$ cat src/rtl/mhpq_pkg.sv
// ----------------------------------------------------------------------------
// Max-heap priority queue package
// Key, status and opcode codes plus the controller/datapath command types.
// ----------------------------------------------------------------------------
package mhpq_pkg;

    localparam int KEY_W = 32;

    typedef logic signed [KEY_W-1:0] key_t;

    // Request opcodes.
    localparam logic OP_INSERT = 1'b0;
    localparam logic OP_DELETE = 1'b1;

    // Result status codes.
    typedef enum logic [1:0] {
        ST_OK        = 2'd0,
        ST_OVERFLOW  = 2'd1,
        ST_UNDERFLOW = 2'd2
    } status_t;

    // Address selection for the two memory read ports.
    typedef enum logic [1:0] {
        RD_NONE,
        RD_PARENT,
        RD_CHILDREN,
        RD_ROOT_LAST
    } rd_sel_t;

    // Commands from the controller to the datapath.
    typedef struct packed {
        logic    start;      // capture the request key, clear the result
        logic    set_status; // overwrite the result status
        status_t status;
        rd_sel_t rd_sel;
        logic    del_load;   // take root as result, last entry as moving key
        logic    wr_key;     // write the moving key at the current position
        logic    move_up;    // parent moves down into the current position
        logic    move_down;  // larger child moves up into the current position
        logic    cnt_inc;
        logic    out_load;   // copy the result into the output register
    } dp_cmd_t;

    // Status from the datapath to the controller.
    typedef struct packed {
        logic full;
        logic empty;
        logic pos_zero;
        logic parent_less;
        logic leaf;
        logic child_wins;
    } dp_sts_t;

endpackage

$ cat src/rtl/mhpq_ctrl.sv
// ----------------------------------------------------------------------------
// Max-heap priority queue controller
// Sequences insert sift-up and delete sift-down steps and the result handshake.
// ----------------------------------------------------------------------------
module mhpq_ctrl (
    input  logic              clk,
    input  logic              rst_n,
    input  logic              req_valid,
    input  logic              req_opcode,
    output logic              req_ready,
    output logic              rsp_valid,
    input  logic              rsp_ready,
    input  mhpq_pkg::dp_sts_t sts,
    output mhpq_pkg::dp_cmd_t cmd
);
    import mhpq_pkg::*;

    typedef enum logic [2:0] {
        S_IDLE,
        S_UP_RD,
        S_UP_CMP,
        S_DEL_RD,
        S_DEL_LOAD,
        S_DN_RD,
        S_DN_CMP,
        S_FINISH
    } state_t;

    state_t state_reg;
    state_t state_next;
    logic   rsp_valid_reg;
    logic   rsp_valid_next;
    logic   out_free;

    assign req_ready = state_reg == S_IDLE;
    assign rsp_valid = rsp_valid_reg;
    assign out_free  = !rsp_valid_reg || rsp_ready;

    // Next state and datapath commands.
    always_comb
    begin
        state_next     = state_reg;
        rsp_valid_next = rsp_valid_reg && !rsp_ready;
        cmd            = '0;
        cmd.status     = ST_OK;
        cmd.rd_sel     = RD_NONE;
        unique case (state_reg)
            S_IDLE:
            begin
                if (req_valid)
                begin
                    cmd.start = 1'b1;
                    if (req_opcode == OP_INSERT)
                    begin
                        if (sts.full)
                        begin
                            cmd.set_status = 1'b1;
                            cmd.status     = ST_OVERFLOW;
                            state_next     = S_FINISH;
                        end
                        else
                        begin
                            state_next = S_UP_RD;
                        end
                    end
                    else if (sts.empty)
                    begin
                        cmd.set_status = 1'b1;
                        cmd.status     = ST_UNDERFLOW;
                        state_next     = S_FINISH;
                    end
                    else
                    begin
                        state_next = S_DEL_RD;
                    end
                end
            end
            S_UP_RD:
            begin
                if (sts.pos_zero)
                begin
                    cmd.wr_key  = 1'b1;
                    cmd.cnt_inc = 1'b1;
                    state_next  = S_FINISH;
                end
                else
                begin
                    cmd.rd_sel = RD_PARENT;
                    state_next = S_UP_CMP;
                end
            end
            S_UP_CMP:
            begin
                if (sts.parent_less)
                begin
                    cmd.move_up = 1'b1;
                    state_next  = S_UP_RD;
                end
                else
                begin
                    cmd.wr_key  = 1'b1;
                    cmd.cnt_inc = 1'b1;
                    state_next  = S_FINISH;
                end
            end
            S_DEL_RD:
            begin
                cmd.rd_sel = RD_ROOT_LAST;
                state_next = S_DEL_LOAD;
            end
            S_DEL_LOAD:
            begin
                cmd.del_load = 1'b1;
                state_next   = S_DN_RD;
            end
            S_DN_RD:
            begin
                if (sts.leaf)
                begin
                    cmd.wr_key = 1'b1;
                    state_next = S_FINISH;
                end
                else
                begin
                    cmd.rd_sel = RD_CHILDREN;
                    state_next = S_DN_CMP;
                end
            end
            S_DN_CMP:
            begin
                if (sts.child_wins)
                begin
                    cmd.move_down = 1'b1;
                    state_next    = S_DN_RD;
                end
                else
                begin
                    cmd.wr_key = 1'b1;
                    state_next = S_FINISH;
                end
            end
            S_FINISH:
            begin
                if (out_free)
                begin
                    cmd.out_load   = 1'b1;
                    rsp_valid_next = 1'b1;
                    state_next     = S_IDLE;
                end
            end
            default:
            begin
                state_next = S_IDLE;
            end
        endcase
    end

    // State and result valid.
    always_ff @(posedge clk or negedge rst_n)
    begin
        if (!rst_n)
        begin
            state_reg     <= S_IDLE;
            rsp_valid_reg <= 1'b0;
        end
        else
        begin
            state_reg     <= state_next;
            rsp_valid_reg <= rsp_valid_next;
        end
    end

endmodule

$ cat config.mk
export PLATFORM = sky130hd
export DESIGN_NAME = mhpq_ctrl
export DESIGN_NICKNAME = d
export VERILOG_FILES = /design/src/rtl/mhpq_pkg.sv /design/src/rtl/mhpq_ctrl.sv
export SDC_FILE = /design/constraint.sdc
export NUM_CORES = 1
export LEC_CHECK = 0
export ABC_AREA = 1
export BUFFER_PORTS_ARGS = -buffer_cell sky130_fd_sc_hd__clkbuf_2
export CAP_MARGIN = 25
export CORE_AREA = 2 2 39 41
export DETAILED_ROUTE_END_ITERATION = 12
export DIE_AREA = 0 0 41 43
export GPL_ROUTABILITY_DRIVEN = 0
export GPL_TIMING_DRIVEN = 1
export PLACE_DENSITY = 0.6
export SLEW_MARGIN = 30
export SYNTH_ARGS = -nofsm -noshare
export SYNTH_HDL_FRONTEND = slang
export SYNTH_SLANG_ARGS = --single-unit
$ cat constraint.sdc
create_clock -name clk -period 1.66 [get_ports clk]
set_input_delay 0.332 -clock clk [delete_from_list [all_inputs] [get_ports clk]]
set_output_delay 0.332 -clock clk [all_outputs]
set_load 0.01 [all_outputs]
==> run metrics <==
# setup viols final 0; WS Path Type flip-flop to output pin; FF+latch count, synth 4; Max VDD drop 580 µV; Final Non-Filler Cells 114; Final ANT Viol Nets 0; post-synth design cell area 434 µm²; number of max-cap violations 0; syn_nets 79; Hold Crit Class primary input to flip-flop; maximum operating frequency 0.616 GHz; Psw 0.555 mW; average wire per standard cell 9.66 µm; io pins 25; Primary FF master, synth dfrtp_1; CP Max Fanout 7; Seq/Total Area, Yosys 0.231; FP Rows 14; clk_lat worst skew 0.24 ns; ANT cells 0; Leak 0.377 nW; post-synthesis average cell area 6.38 µm²; number of synthesized flops with an enable pin 0; status finished clean; clock buffer depth 2; final hold violation count 0; CTS Buf Count 3; share of cells above drive strength 1 0.561; Max Slew Vio Count 0; PD cells 1670 mW/mm²; Die Y 43 µm; initial antenna violation count 0; # DRC 0; synth warn 0; initial core utilization 0.314; Worst Setup Start Kind flip-flop; vias in the first global route 461; internal power 0.523 mW; Total GRT Usage 0.142; pin count of the biggest net entering global routing 9; setup tns final 0 ns; Comb pwr share 0.634; Required @ worst endpoint 1.33 ns; Pre-Repair DR Iteration Count 3; cell count after synthesis 68; RSZ-0062 raised after global routing true; root buf cell clkbuf_4; clock share of power 0.116; dpl cells 106; fin util 0.467; Worst EP arrival 1.29 ns; Layout fillers 149; Worst slew margin 0.859; Netlist cell types 19; DRT iter0 DRCs 13; Area growth syn-to-layout 48.7%; Die X 41 µm; crit end category output pin; crit path time final 1.62 ns; port bufs 24; max reg flops 3; Routed WL 1100 µm; remaining global-route overflow 0; Clk pin slew, worst setup/hold paths 0.04 ns; FFs w/ async S/R, synth 1.00; Via Count 522; H-tree depth 1; sequential share of power 0.250; DR vias/cell 4.58; period utilization 0.979; # nets final 111; CORE AREA 0.00138 mm²; CTS tree done; die area 0.00176 mm²; Worst-Margin Slew 0.211 ns; Clock Skew 0.00570 ns; CTS sink count 4; Sw Ratio 0.515; global-route wire length before repair 1700 µm; Min Hold Slack 0.296 ns; Final HPWL DP 807 µm
==> repair_timing <==
item,CTS,global route
setup buffers,0,4
hold buffers,1,0
setup endpoints to repair,2,4
endpoints found under the hold margin,4,0
pin swaps,0,2
resized for setup,5,8
==> layout by cell type, fill, tap and decap left out, types with 3 or more instances in the layout <==
cell type	instances
nand2_2	4
nor2_1	11
nand2_1	12
inv_4	3
buf_4	4
nor2_2	5
clkbuf_4	3
dfrtp_2	3
clkbuf_2	22
nand3_2	6
inv_1	6
==> final timing paths <==
check	from	to	slack, ns	depth (start not counted)
min	rsp_ready	rsp_valid	0.30	2
max in group asynchronous	rst_n	state_reg[1]	1.08	2
min reg2reg	rsp_valid	rsp_valid	0.54	2
max	state_reg[0]	cmd[10]	0.04	6
max reg2reg	state_reg[1]	state_reg[2]	0.44	7
min in group asynchronous	rst_n	state_reg[0]	0.44	2
==> critical path, stage by stage, from the launching register on <==
cell	delay, ns
dfrtp_2	0.47
inv_4	0.12
nand2_2	0.08
nor2_4	0.10
nand2_2	0.06
nor2_1	0.08
buf_2	0.13
==> power groups by stage <==
stage,Combinational (mW),Clock [mW],Sequential (mW)
after floorplan,0.504,0,0.189
after global placement,0.576,0,0.240
after detailed placement,0.574,0,0.241
after CTS,0.590,0.128,0.256
after global routing,0.772,0.135,0.282
final,0.684,0.125,0.269
==> kinds of logic after synthesis <==
| kind of cell | synth area share |
|---|---|
| AND/OR/NAND/NOR | 0.565 |
| flip-flops | 0.231 |
| buffers and inverters | 0.138 |
| AO/OA/AOI/OAI | 0.0663 |
==> metal layers <==
metal | global-route usage | share of wire
met1 | 0.172 | 0.45
met2 | 0.219 | 0.50
met3 | 0 | 0.033
met4 | 0.120 | 0.024
met5 | 0 | 0
==> Yosys cell counts (2+ instances only) <==
library cell | n | area, µm²
nand3_2 | 4 | 40.0
o21ai_0 | 2 | 10.0
nor2_1 | 12 | 45.0
inv_2 | 3 | 11.3
buf_6 | 2 | 22.5
nor3_1 | 2 | 10.0
inv_1 | 6 | 22.5
dfrtp_1 | 4 | 100
nor2_2 | 5 | 31.3
nand2_2 | 3 | 18.8
nand3_1 | 4 | 20.0
nand4_1 | 2 | 12.5
nand2_1 | 13 | 48.8
==> area by class of cell <==
type	count	area, µm²	share of cell area
well taps	16	20.0	0.0310
flip-flops and latches	4	104	0.161
clock buffers	3	22.5	0.0349
multi-input cells	52	294	0.455
repair buffers	29	160	0.248
inverters	10	45.0	0.0698
==> through the flow <==
step	power [mW]	cell area [µm²]	setup WS, ns
2_1_floorplan	0.693	434	0.295
4_1_cts	0.973	596	0.0113
6_report	1.08	646	0.0355
3_3_place_gp	0.816	552	0.198
5_1_grt	1.19	646	-0.0551
3_5_place_dp	0.815	552	0.198
(Power assumes the default switching activity.)
